--- config.mk ---
export PLATFORM = sky130hd
export DESIGN_NAME = lfr_mul
export DESIGN_NICKNAME = d
export VERILOG_FILES = /design/src/lfr_pkg.sv /design/src/lfr_mul.sv
export SDC_FILE = /design/constraint.sdc
export NUM_CORES = 2
export LEC_CHECK = 0
export BUFFER_PORTS_ARGS = -buffer_cell sky130_fd_sc_hd__buf_2
export CAP_MARGIN = 20
export CORE_UTILIZATION = 35
export DETAILED_ROUTE_END_ITERATION = 10
export PLACE_DENSITY_LB_ADDON = 0.15
export REMOVE_ABC_BUFFERS = 1
export SLEW_MARGIN = 20
export SYNTH_ARGS = -nofsm -noshare
export SYNTH_HDL_FRONTEND = slang
export SYNTH_SLANG_ARGS = --single-unit
export TNS_END_PERCENT = 20
--- constraint.sdc ---
create_clock -name clk -period 21.4 [get_ports clk]
set_input_delay 1.07 -clock clk [delete_from_list [all_inputs] [get_ports clk]]
set_output_delay 1.07 -clock clk [all_outputs]
set_load 0.02 [all_outputs]
--- src/lfr_pkg.sv ---
// ----------------------------------------------------------------------------
// lfr_pkg - shared definitions for the Legendre recurrence core
// Widths, fixed-point constants and the divider status bundle.
// ----------------------------------------------------------------------------
package lfr_pkg;

	// data and degree widths
	localparam int DATA_W    = 32;
	localparam int DEG_W     = 6;
	localparam int FRAC_BITS = 30;

	// shared multiplier: 33 x 33 signed
	localparam int MUL_W  = DATA_W + 1;
	localparam int PROD_W = 2 * MUL_W;

	// numerator accumulator and scaled dividend
	localparam int ACC_W = 72;
	localparam int NUM_W = ACC_W - FRAC_BITS;
	localparam int QUO_W = DATA_W;
	localparam int HI_W  = NUM_W - QUO_W;
	localparam int CNT_W = 6;

	// register reset and P_0 value (1.0)
	localparam logic [DEG_W-1:0]         MAX_DEGREE_RST = 6'd50;
	localparam logic signed [DATA_W-1:0] ONE_Q          = 32'sh4000_0000;

	// divider status
	typedef struct packed {
		logic done;
		logic sat;
	} div_stat_t;

endpackage

--- src/lfr_mul.sv ---
// ----------------------------------------------------------------------------
// lfr_mul - shared signed multiplier
// One 33 x 33 signed product per cycle, registered at the output.
// ----------------------------------------------------------------------------
module lfr_mul import lfr_pkg::*; (
	input  logic                     clk,
	input  logic signed [MUL_W-1:0]  a,
	input  logic signed [MUL_W-1:0]  b,
	output logic signed [PROD_W-1:0] prod_q
);

	// product register
	always_ff @(posedge clk) begin
		prod_q <= a * b;
	end

endmodule

==> metrics.log <==
[metrics] Top Ports: 133
[metrics] number of global-route vias before repair: 31413
[metrics] number of nets at the end of the flow: between 5000 and 6000
[metrics] achievable clock frequency: roughly 0.11 GHz
[metrics] status: finished clean
[metrics] count of flip-flops with a built-in enable after synthesis: 0
[metrics] detailed-route vias per instance: slightly below 5
[metrics] final setup violating endpoints: 0
[metrics] post-route antenna net violation count: 0
[metrics] largest registers: prod_q: 66 flops
[metrics] total clock buffers created by CTS: 9
[metrics] crit path time final: about 9.0 ns
[metrics] Worst Path Arrival: roughly 9.4 ns
[metrics] number of warnings reported in the yosys synthesis log: 0
[metrics] async set-or-reset flop fraction in the synthesized netlist: 0%
[metrics] GR Util All Layers: 21.0%
[metrics] Die Span X: around 340 um
[metrics] gp weighted congestion: ~0.86
[metrics] startpoint of the lowest-slack hold path: b[0]
[metrics] clock slew seen by the registers of the worst setup and hold paths: about 0.070 ns
[metrics] library cell with the largest summed area after synthesis: sky130_fd_sc_hd__fa_1
[metrics] setup repair after global routing missed its margin: false
[metrics] proportion of synthesized chip area in sequential cells: under 10%
[metrics] total wire length: approximately 120 mm
[metrics] wire length of the first global-routing pass: 187 mm
[metrics] H-tree levels: 3
[metrics] max-slew violation count: 0
[metrics] Setup crit start kind: input pin
[metrics] Data required, critical path: ~22 ns
[metrics] Hold Violations, Final: 0
[metrics] top post-synthesis cells by area: sky130_fd_sc_hd__fa_1, sky130_fd_sc_hd__inv_1, sky130_fd_sc_hd__and2_1, sky130_fd_sc_hd__ha_1, sky130_fd_sc_hd__nand2_1
[metrics] post-route clock period utilization: between 40% and 50%
[metrics] number of antenna violations at the first check in global routing: 8
[metrics] number of buffers inserted by port buffering: around 130
[metrics] overflow left after global routing: 0
[metrics] Setup Buffers After CTS: 0
[metrics] height of the die: 343 um
[metrics] number of buffers on the longest clock path: 2
[metrics] CP max FO: 33
[metrics] cell chosen for the clock root: sky130_fd_sc_hd__clkbuf_16
[metrics] # DRC: 0
[metrics] Rel. slew slack: 30.6%
[metrics] max-cap violations: 0
[metrics] sequential standard cell area: about 0.0013 mm^2
[metrics] synthesized area: 0.0407 mm^2
[metrics] gate count of the mapped netlist: roughly 4300
[metrics] post-cts resize count: 0
[metrics] path class of the lowest-slack min-delay path: in -> reg
[metrics] largest register by flop count: prod_q
[metrics] effective utilization at floorplan: 35.5%
[metrics] list of most frequent post-synthesis cells: sky130_fd_sc_hd__fa_1, sky130_fd_sc_hd__inv_1, sky130_fd_sc_hd__and2_1
[metrics] pin count of the biggest net entering global routing: 34
[metrics] Placeable Area: around 0.11 mm^2
[metrics] Via Count: 27925
[metrics] number of different library cells in the post-synthesis netlist: 80
[metrics] Die Footprint: between 0.1 and 0.15 mm^2
[metrics] number of sinks driven by the clock tree: 66
[metrics] top-area cell type share of the netlist area: 56.3%
[metrics] area delta synth->final: 5.14%
[metrics] standard-cell row count: 124
[metrics] cts hold-fix bufs: 0
[metrics] class of the most critical setup path: in -> reg
[metrics] cell with the most instances after synthesis: sky130_fd_sc_hd__fa_1
[metrics] flip-flop and latch count after synthesis: 66
[metrics] detailed-placement wirelength estimate: ~95 mm
[metrics] CP startpoint: b[9]
[metrics] fill cell total of the finished layout: approximately 12000
[metrics] fraction of final layout cells sized beyond drive strength 1: around 4.6%
[metrics] Worst Tran Pin Value: between 1 and 1.5 ns
[metrics] number of flip-flops in the largest register: 66
[metrics] setup total negative slack: 0 ns
[metrics] CTS tree: yes
[metrics] synthesized area divided by synthesized cell count: between 9 and 10 um^2
[metrics] Wirelength per Cell: 20.2 um
[metrics] Worst Setup End Kind: flop
[metrics] footprint of the multi-input gates: approximately 0.034 mm^2
[metrics] first-pass iteration count of the detailed router: 5
[metrics] Post-synth top flop: sky130_fd_sc_hd__dfxtp_1
[metrics] violation count after the first detailed-routing iteration: 1349
==> cells by family after synthesis <==
family	after synthesis	synth area share, %
fa+ha+maj	1362	62.9
buf+inv	1352	12.5
simple gates	1271	15.8
compound gates	219	4.07
xor+xnor	68	1.46
flops	66	3.24
==> metrics by stage <==
step	std cells	hold WS, ns	utilization, %	worst slack, ns	area, um^2
4_1_cts	5788	1.30	37.3	12.20	42800
3_3_place_gp	5774	1.48	37.0	11.84	42500
5_1_grt	5788	1.33	37.3	11.97	42800
2_1_floorplan	4117	1.19	-	13.45	39900
6_report	5790	1.30	37.3	12.38	42800
3_5_place_dp	5774	1.49	37.0	11.82	42500
==> final cells by class <==
type                       instances  share of cell area (%)
multi-input combinational       2920                    80.1
inverter                        1131                    9.91
tap                             1512                    4.42
sequential                        66                    3.09
timing repair buffer             145                    1.77
clock buffer                       9                   0.526
clock inverter                     5                   0.134
antenna                            2                  0.0117
==> final timing paths <==
check	end	slack (ns)	depth (start not counted)
setup / recovery	prod_q[63]	12.38	20
hold / removal	prod_q[0]	1.30	2
==> critical path, stage by stage <==
cell and delay (ns):
sky130_fd_sc_hd__buf_2 0.74, sky130_fd_sc_hd__nand2_1 0.30, sky130_fd_sc_hd__fa_1 0.69, sky130_fd_sc_hd__fa_1 0.87, sky130_fd_sc_hd__fa_1 0.53, sky130_fd_sc_hd__inv_1 0.44
sky130_fd_sc_hd__fa_1 0.54, sky130_fd_sc_hd__fa_1 0.57, sky130_fd_sc_hd__fa_1 0.43, sky130_fd_sc_hd__fa_1 0.49, sky130_fd_sc_hd__inv_1 0.05, sky130_fd_sc_hd__fa_1 0.47
sky130_fd_sc_hd__inv_1 0.04, sky130_fd_sc_hd__ha_1 0.42, sky130_fd_sc_hd__and3_1 0.33, sky130_fd_sc_hd__nand4_1 0.12, sky130_fd_sc_hd__nor4_1 0.46, sky130_fd_sc_hd__a21oi_4 0.23
sky130_fd_sc_hd__or3b_1 0.42, sky130_fd_sc_hd__nand3_1 0.09
==> routing by layer <==
metal  track usage, %  routed length [um]  vias to the layer above
li1                 -                   -                    12190
met1             28.0               50700                    15143
met2             37.3               60200                      496
met3             2.04                4280                       96
met4             3.18                1710                        0
met5                0                   0                        -
==> cell usage in the layout, fill, tap and decap left out, drive strengths merged, types with 3 or more instances in the layout <==
cell type / netlist / layout
dfxtp: 66 / 66
clkbuf: 208 / 9
clkinvlp: 0 / 3
o31ai: 7 / 7
buf: 13 / 145
nor2: 68 / 68
nand3: 26 / 26
a211oi: 11 / 11
xnor2: 43 / 43
nor4: 3 / 3
xor2: 25 / 25
a21boi: 3 / 3
and4: 5 / 5
nand4: 12 / 12
o21a: 6 / 6
a221oi: 3 / 3
and2: 563 / 563
nor2b: 5 / 5
nor3: 7 / 7
inv: 1131 / 1131
nand2: 551 / 551
and3: 6 / 6
o211ai: 5 / 5
fa: 1145 / 1145
a211o: 6 / 6
o21bai: 11 / 11
a21o: 38 / 38
o21ai: 33 / 33
ha: 217 / 217
or2: 3 / 3
nand2b: 12 / 12
or3: 3 / 3
a21oi: 61 / 61
a31oi: 9 / 9
Power is not shown: default switching activity piles up to over one toggle a cycle in this logic, so the estimate is an artifact.
