[config.mk]
export PLATFORM = sky130hd
export DESIGN_NAME = lfr_div
export DESIGN_NICKNAME = d
export VERILOG_FILES = /design/src/lfr_pkg.sv /design/src/lfr_div.sv
export SDC_FILE = /design/constraint.sdc
export NUM_CORES = 1
export LEC_CHECK = 0
export ABC_AREA = 1
export BUFFER_PORTS_ARGS = -buffer_cell sky130_fd_sc_hd__buf_2
export CORE_MARGIN = 2
export CORE_UTILIZATION = 45
export DETAILED_ROUTE_END_ITERATION = 6
export PLACE_DENSITY = 0.75
export SLEW_MARGIN = 20
export SYNTH_ARGS = -nofsm -noshare
export SYNTH_HDL_FRONTEND = slang
export SYNTH_SLANG_ARGS = --single-unit
export TNS_END_PERCENT = 5
[constraint.sdc]
create_clock -name clk -period 1.9 [get_ports clk]
set_clock_uncertainty 0.1 [all_clocks]
set_input_delay 0.475 -clock clk [delete_from_list [all_inputs] [get_ports clk]]
set_output_delay 0.475 -clock clk [all_outputs]
set_load 0.005 [all_outputs]
[src/lfr_pkg.sv]
// ----------------------------------------------------------------------------
// lfr_pkg - shared definitions for the Legendre recurrence core
// Widths, fixed-point constants and the divider status bundle.
// ----------------------------------------------------------------------------
package lfr_pkg;

	// data and degree widths
	localparam int DATA_W    = 32;
	localparam int DEG_W     = 6;
	localparam int FRAC_BITS = 30;

	// shared multiplier: 33 x 33 signed
	localparam int MUL_W  = DATA_W + 1;
	localparam int PROD_W = 2 * MUL_W;

	// numerator accumulator and scaled dividend
	localparam int ACC_W = 72;
	localparam int NUM_W = ACC_W - FRAC_BITS;
	localparam int QUO_W = DATA_W;
	localparam int HI_W  = NUM_W - QUO_W;
	localparam int CNT_W = 6;

	// register reset and P_0 value (1.0)
	localparam logic [DEG_W-1:0]         MAX_DEGREE_RST = 6'd50;
	localparam logic signed [DATA_W-1:0] ONE_Q          = 32'sh4000_0000;

	// divider status
	typedef struct packed {
		logic done;
		logic sat;
	} div_stat_t;

endpackage

[src/lfr_div.sv]
// ----------------------------------------------------------------------------
// lfr_div - bit-serial divider for the recurrence
// Divides a 42-bit dividend by a 6-bit divisor, one quotient bit per cycle.
// Flags saturation up front when the quotient cannot fit in 32 bits.
// ----------------------------------------------------------------------------
module lfr_div import lfr_pkg::*; (
	input  logic              clk,
	input  logic              arst_n,
	input  logic              start,
	input  logic [NUM_W-1:0]  num,
	input  logic [DEG_W-1:0]  den,
	output div_stat_t         stat,
	output logic [QUO_W-1:0]  quot
);

	logic             busy_q;
	logic             done_q;
	logic             sat_q;
	logic [CNT_W-1:0] cnt_q;
	logic [DEG_W-1:0] rem_q;
	logic [QUO_W-1:0] quot_q;

	logic [DEG_W:0]   trial;
	logic [DEG_W:0]   diff;
	logic             ge;
	logic [DEG_W-1:0] rem_next;
	logic             overflow;

	// quotient of 2^32 or more when the upper dividend bits reach the divisor
	assign overflow = num[NUM_W-1:QUO_W] >= HI_W'(den);

	// restoring step
	assign trial    = {rem_q, quot_q[QUO_W-1]};
	assign ge       = trial >= {1'b0, den};
	assign diff     = trial - {1'b0, den};
	assign rem_next = ge ? diff[DEG_W-1:0] : trial[DEG_W-1:0];

	// control
	always_ff @(posedge clk or negedge arst_n) begin
		if (!arst_n) begin
			busy_q <= 1'b0;
			done_q <= 1'b0;
			sat_q  <= 1'b0;
			cnt_q  <= '0;
		end else begin
			done_q <= 1'b0;
			if (start) begin
				if (overflow) begin
					busy_q <= 1'b0;
					done_q <= 1'b1;
					sat_q  <= 1'b1;
				end else begin
					busy_q <= 1'b1;
					sat_q  <= 1'b0;
					cnt_q  <= CNT_W'(QUO_W);
				end
			end else if (busy_q) begin
				cnt_q <= cnt_q - 1'b1;
				if (cnt_q == CNT_W'(1)) begin
					busy_q <= 1'b0;
					done_q <= 1'b1;
				end
			end
		end
	end

	// remainder and quotient shift register
	always_ff @(posedge clk) begin
		if (start) begin
			rem_q  <= num[QUO_W +: DEG_W];
			quot_q <= num[QUO_W-1:0];
		end else if (busy_q) begin
			rem_q  <= rem_next;
			quot_q <= {quot_q[QUO_W-2:0], ge};
		end
	end

	assign stat.done = done_q;
	assign stat.sat  = sat_q;
	assign quot      = quot_q;

endmodule

==> run summary, run 1 <==
worst min-delay path category -> in2reg
Final Hold Slack -> 335.1 ps
post-DP HPWL -> 4505 microns
NumNets Final -> 479
most frequent cell after synthesis -> nand2_1
Slew Viols, Final -> 0
Worst-Margin Slew -> 428.8 ps
Mapped Nets -> 381
ANT nets after route -> 0
core box area -> 5608 sq um
Synth cell types -> 27
first-pass GRT wire length -> 9480 microns
number of flops mapped to enable cells by yosys -> 38
row cnt -> 27
asr flop ratio synth -> 19.15%
Syn Std Cell Area -> 2656 sq um
P&R area growth vs syn -> 29.91%
YS warnings -> 0
crit path kind -> reg2reg
setup TNS -> 0 ps
kind of end point of the critical path -> flop
maximum number of pins on one net before global-route repair -> 32
Port Buffers -> 84
die span in x -> 80.83 microns
Post-synth top flop -> edfxtp_1
Worst EP required -> 1860 ps
number of remaining DRC errors -> 0
total grt overflow -> 0
CTS Buffer Depth -> 2
share of the synthesized area in the top cell type -> 42.96%
Tcrit/Tclk final -> 99.91%
initial antenna violation count -> 0
Synth Area per Inst -> 8.433 sq um
Max FO, Critical Path -> 2
fraction of layout cells with a size suffix above 1 -> 31.40%
top post-synthesis cells by area -> edfxtp_1, nand2_1, dfrtp_1, ha_1, inv_1
CTS tree -> done
Power Dens Cells -> 795.8 nW/um^2
vias in the first global route -> 2166
Fin. Hold Viols -> 0
leakage -> 1.792 nW
latest clock arrival within the worst-skew pair -> 300 ps
crit path launch type -> flop
GPL Wtd Cong -> 0.8646
DRT iter0 DRCs -> 133
initial core utilization -> 47.37%
Worst-path clk slew -> 90 ps
Arr. time, crit path -> 1860 ps
post-place setup slack -> -194.6 ps
Synth area leader -> edfxtp_1
total of max-cap violations -> 0
post-synthesis cell count -> 315
Avg WL per Cell -> 12.45 microns
Commonest cells post-synth -> nand2_1, edfxtp_1, inv_1, nand3_1, ha_1
maximum VDD drop -> 0.4440 mV
total wire length -> 6052 microns
Seq/Total Area, Yosys -> 51.44%
CTS buffer count -> 5
Final Critical Period -> 1898 ps
GRT Util Overall -> 18.90%
routed vias -> 2291
overall die height -> 80.83 microns
final std cells w/o fill -> 486
# setup viols final -> 0
# IOs -> 85
outcome -> completed
die area -> 6533 sq um
drt via density -> 4.714
Clock Tree Root -> clkbuf_8
Achievable Freq -> 526.8 MHz
ant diodes -> 0
H-tree depth -> 2
placed cells -> 477
number of synthesized register bits -> 47
worst slew margin relative to its limit -> 71.19%
final worst slack -> 1.718 ps
clock sink count -> 47
unrepaired setup endpoints after global routing -> yes
drt first pass iters -> 4
## timing repair
| action | CTS | global route |
|---|---|---|
| resized for setup | 2 | 14 |
| endpoints found under the hold margin | 9 | 0 |
| pin swaps | 1 | 3 |
| gates cloned | 0 | 0 |
| buffers inserted | 0 | 0 |
| endpoints found under the setup margin | 1 | 7 |
| hold buffers | 1 | 0 |
## state kept, by name, indices dropped and copies added (netlist names)
name,flops
quot,32
cnt_q,6
rem_q,6
busy_q,1
done_q,1
sat_q,1
## cells in the final DEF, fill, tap and decap left out, types with 2 or more instances in the layout
master	Yosys	layout
nand2_1	149	146
buf_2	4	84
edfxtp_1	38	38
inv_1	34	32
nand3_1	18	16
buf_4	2	15
ha_1	14	10
nor2_1	10	9
dfrtp_1	9	9
nand4_1	8	8
clkbuf_8	0	5
o21ai_0	4	4
ha_4	0	4
a21oi_1	3	3
nand2_2	2	3
inv_2	0	2
nand3_2	0	2
nand2_4	0	2
xnor2_1	3	2
nor2_2	1	2
buf_12	0	2
## report_power, final
group	switching (mW)	internal [mW]	total [mW]
registers	0.105	1.27	1.38
clock network	0.333	0.257	0.590
logic	0.427	0.352	0.780
## final cells by class
class	count	area, sq um
fillers	512	2157
well taps	72	90.09
multi-input cells	222	1195
inverters	35	131.4
clock buffers	6	72.57
clock inverters	2	12.51
flip-flops and latches	47	1366
repair buffers	102	583.1
## per-layer routing
metal | vias to the layer above | routed length [microns] | track usage (%)
met4 | 0 | 70 | 5.593
met1 | 1016 | 2804 | 25.74
met2 | 72 | 2790 | 30.17
li1 | 1197 | - | -
met5 | - | 0 | 0
met3 | 6 | 387 | 4.444
## kinds of logic (layout without fill, tap and decap cells)
kind of cell | after synthesis | count (layout) | share of synthesized area (%)
fa+ha+maj | 15 | 15 | 7.348
flops | 47 | 47 | 51.44
compound gates | 10 | 10 | 2.638
simple gates | 193 | 193 | 30.29
buf+inv | 46 | 145 | 6.971
xor+xnor | 4 | 4 | 1.319
## per-stage QoR
step / util [%] / cell area (sq um) / total power [mW]
2_1_floorplan: - / 2664 / 1.842
4_1_cts: 60.11 / 3371 / 2.712
5_1_grt: 61.54 / 3451 / 2.925
3_3_place_gp: 58.37 / 3273 / 2.096
6_report: 61.54 / 3451 / 2.746
3_5_place_dp: 58.37 / 3273 / 2.118
## path summary, 6_finish.rpt
| check | start | to | slack [ps] | cells past startpoint |
|---|---|---|---|---|
| hold reg to reg | sat_q$_DFFE_PN0P_ | sat_q$_DFFE_PN0P_ | 390 | 2 |
| min in group asynchronous | arst_n | cnt_q[2]$_DFFE_PN0P_ | 450 | 2 |
| setup / recovery | quot[31]$_DFFE_PP_ | rem_q[4]$_DFFE_PP_ | 2 | 10 |
| max in group asynchronous | arst_n | cnt_q[3]$_DFFE_PN0P_ | 1060 | 2 |
| hold / removal | num[21] | quot[21]$_DFFE_PP_ | 340 | 3 |
| setup reg to reg | quot[31]$_DFFE_PP_ | rem_q[4]$_DFFE_PP_ | 2 | 10 |
## critical path, cell delays in order (launching register included)
cell and delay (ps):
edfxtp_1 410, inv_2 110, ha_4 140, inv_2 40, fa_2 390, nand3_2 70
nand2_2 60, xnor2_2 140, nand2_1 90, nand3_2 60, nand2_1 50
No activity file was read; power rests on OpenSTA's default activity.
==> run 2: changes to the inputs <==
--- a/config.mk
+++ b/config.mk
@@ -10,4 +10,6 @@
 export CORE_MARGIN = 2
 export CORE_UTILIZATION = 45
+export CTS_CLUSTER_DIAMETER = 150
+export CTS_CLUSTER_SIZE = 14
 export DETAILED_ROUTE_END_ITERATION = 6
 export PLACE_DENSITY = 0.75
==> constraint.sdc (replaced) <==
create_clock -name clk -period 1.9 [get_ports clk]
set_clock_uncertainty 0.1 [all_clocks]
set_input_delay 0.095 -clock clk [delete_from_list [all_inputs] [get_ports clk]]
set_output_delay 0.095 -clock clk [all_outputs]
set_load 0.005 [all_outputs]
==> run summary, run 2 (same netlist as run 1, synthesis figures left out) <==
maximum number of pins on one net before global-route repair -> 36 (was 32)
vias in the first global route -> 2412 (was 2166)
overall die height -> 80.83 microns (unchanged)
post-DP HPWL -> 4554 microns (was 4505 microns)
final std cells w/o fill -> 513 (was 486)
DP Area -> 3153 sq um (was 3273 sq um)
P_int -> 2.049 mW (was 1.881 mW)
fraction of layout cells with a size suffix above 1 -> 28.57% (was 31.40%)
CP cell instances -> inv_2 -> ha_4 -> inv_4 -> fa_2 -> nand3_2 -> nand2_2 -> xnor2_1 -> nand2_1 -> nand3_2 -> nand2_1 (was inv_2 -> ha_4 -> inv_2 -> fa_2 -> nand3_2 -> nand2_2 -> xnor2_2 -> nand2_1 -> nand3_2 -> nand2_1)
latest clock arrival within the worst-skew pair -> 300 ps (about the same)
Power, Total -> 2.928 mW (was 2.746 mW)
first-pass GRT wire length -> 11030 microns (was 9480 microns)
Largest register FFs -> 32 (unchanged)
placed cells -> 465 (was 477)
Max FO, Critical Path -> 3 (was 2)
drt via density -> 4.867 (was 4.714)
core box area -> 5608 sq um (unchanged)
die span in x -> 80.83 microns (unchanged)
metal3 WL -> 605 microns (was 387 microns)
total wire length -> 6878 microns (was 6052 microns)
most common cell after layout, fill and taps aside -> nand2_1 (unchanged)
initial core utilization -> 47.37% (unchanged)
NumNets Final -> 506 (was 479)
total grt overflow -> 0 (unchanged)
CTS tree -> done (unchanged)
met2 WL -> 3350 microns (was 2790 microns)
Switching Fraction -> 30.03% (was 31.50%)
die area -> 6533 sq um (unchanged)
outcome -> completed (unchanged)
routed vias -> 2497 (was 2291)
post-place setup slack -> -31.58 ps (was -194.6 ps)
GPL Wtd Cong -> 0.8564 (was 0.8646)
# setup viols final -> 0 (unchanged)
CTS buffer count -> 5 (unchanged)
CTS Buffer Depth -> 2 (unchanged)
ANT nets after route -> 0 (unchanged)
Clock Tree Root -> clkbuf_8 (unchanged)
Final Hold Slack -> 3.377 ps (was 335.1 ps)
Comb power frac -> 28.4% (about the same)
Tcrit/Tclk final -> 96.88% (was 99.91%)
routed length on met1 -> 2885 microns (was 2804 microns)
worst slew margin relative to its limit -> 69.32% (was 71.19%)
GRT Util Overall -> 21.89% (was 18.90%)
kind of end point of the critical path -> flop (unchanged)
initial antenna violation count -> 0 (unchanged)
Sequential Power Share -> 46.9% (was 50.1%)
Slew Viols, Final -> 0 (unchanged)
H-tree depth -> 2 (unchanged)
Port Buffers -> 84 (unchanged)
# IOs -> 85 (unchanged)
Fin. Hold Viols -> 0 (unchanged)
P&R area growth vs syn -> 41.36% (was 29.91%)
leakage -> 1.902 nW (was 1.792 nW)
total of max-cap violations -> 0 (unchanged)
Net Sw Power -> 0.8795 mW (was 0.8650 mW)
Arr. time, crit path -> 1790 ps (was 1860 ps)
Clk pwr share -> 24.7% (was 21.5%)
setup TNS -> 0 ps (unchanged)
Crit-path slowest cell -> edfxtp_1 (unchanged)
Power Dens Cells -> 779.9 nW/um^2 (was 795.8 nW/um^2)
top sig layer -> met4 (unchanged)
Worst-path clk slew -> 80 ps (was 90 ps)
Final Critical Period -> 1841 ps (was 1898 ps)
Achievable Freq -> 543.3 MHz (was 526.8 MHz)
Avg WL per Cell -> 13.41 microns (was 12.45 microns)
unrepaired setup endpoints after global routing -> yes (unchanged)
drt first pass iters -> 4 (unchanged)
row cnt -> 27 (unchanged)
clock sink count -> 47 (unchanged)
crit path kind -> reg2reg (unchanged)
Worst EP required -> 1850 ps (was 1860 ps)
Worst-Margin Slew -> 456.7 ps (was 428.8 ps)
most frequent cells in the layout -> nand2_1, buf_2, edfxtp_1 (unchanged)
crit path launch type -> flop (unchanged)
worst min-delay path category -> in2reg (unchanged)
final core occ -> 66.96% (was 61.54%)
post-route cell area -> 3755 sq um (was 3451 sq um)
DRT iter0 DRCs -> 192 (was 133)
ant diodes -> 0 (unchanged)
maximum VDD drop -> 0.4572 mV (was 0.4440 mV)
final worst slack -> 59.23 ps (was 1.718 ps)
number of remaining DRC errors -> 0 (unchanged)
max incr delay on CP -> 400 ps (was 410 ps)
-- run 2: changes by cell type in the layout (fill, tap and decap cells not counted), moves of 2 or more --
cell	change
dlygate4sd3_1	+33
nand2_2	+3
buf_12	-2
nand2_1	-3
buf_4	-4
-- run 2: worst max-delay path: cells and delay by family (launching register included) --
| family | cells | cell delay [ps] |
|---|---|---|
| adders and majority gates | 2 | 500 |
| and+or+nand+nor | 5 | 320 |
| DFF | 1 | 400 |
| buffers and inverters | 2 | 130 |
| xor gates and xnor gates | 1 | 150 |
-- run 2: cell type report --
type                            instances  area [sq um]
Clock buffer                            6         72.57
Clock inverter                          2         37.54
Fill cell                             476          1853
Inverter                               35         133.9
Multi-Input combinational cell        222          1211
Sequential cell                        47          1366
Tap cell                               72         90.09
Timing Repair Buffer                  129         843.3
-- run 2: routing by layer --
| metal | global-route usage (%) | vias up |
|---|---|---|
| met4 | 5.424 | 0 |
| met2 | 36.78 | 105 |
| met3 | 5.778 | 4 |
| li1 | - | 1254 |
| met1 | 28.26 | 1134 |
| met5 | 0 | - |
-- run 2: worst paths after layout --
path / slack [ps] / from / cells after the start / to
hold reg to reg: 390 / sat_q$_DFFE_PN0P_ / 2 / sat_q$_DFFE_PN0P_
setup / recovery: 60 / quot[31]$_DFFE_PP_ / 10 / rem_q[4]$_DFFE_PP_
hold / removal: 3 / num[31] / 3 / quot[31]$_DFFE_PP_
setup reg to reg: 60 / quot[31]$_DFFE_PP_ / 10 / rem_q[4]$_DFFE_PP_
min in group asynchronous: 70 / arst_n / 2 / cnt_q[1]$_DFFE_PN0P_
max in group asynchronous: 1440 / arst_n / 2 / cnt_q[5]$_DFFE_PN0P_
-- run 2: power by group through the flow --
stage	Clock, mW	Combinational [mW]	Sequential, mW
2_1_floorplan	0	0.468	1.37
3_3_place_gp	0	0.672	1.38
3_5_place_dp	0	0.692	1.38
4_1_cts	0.744	0.760	1.37
5_1_grt	0.782	0.952	1.39
6_report	0.722	0.832	1.37
-- run 2: what timing repair did --
action,in CTS,in global routing
setup endpoints to repair,4,10
setup buffers,0,6
gates resized for setup,3,18
hold endpoints to repair,42,0
pin swaps,0,7
cloned,0,0
hold buffers,34,0
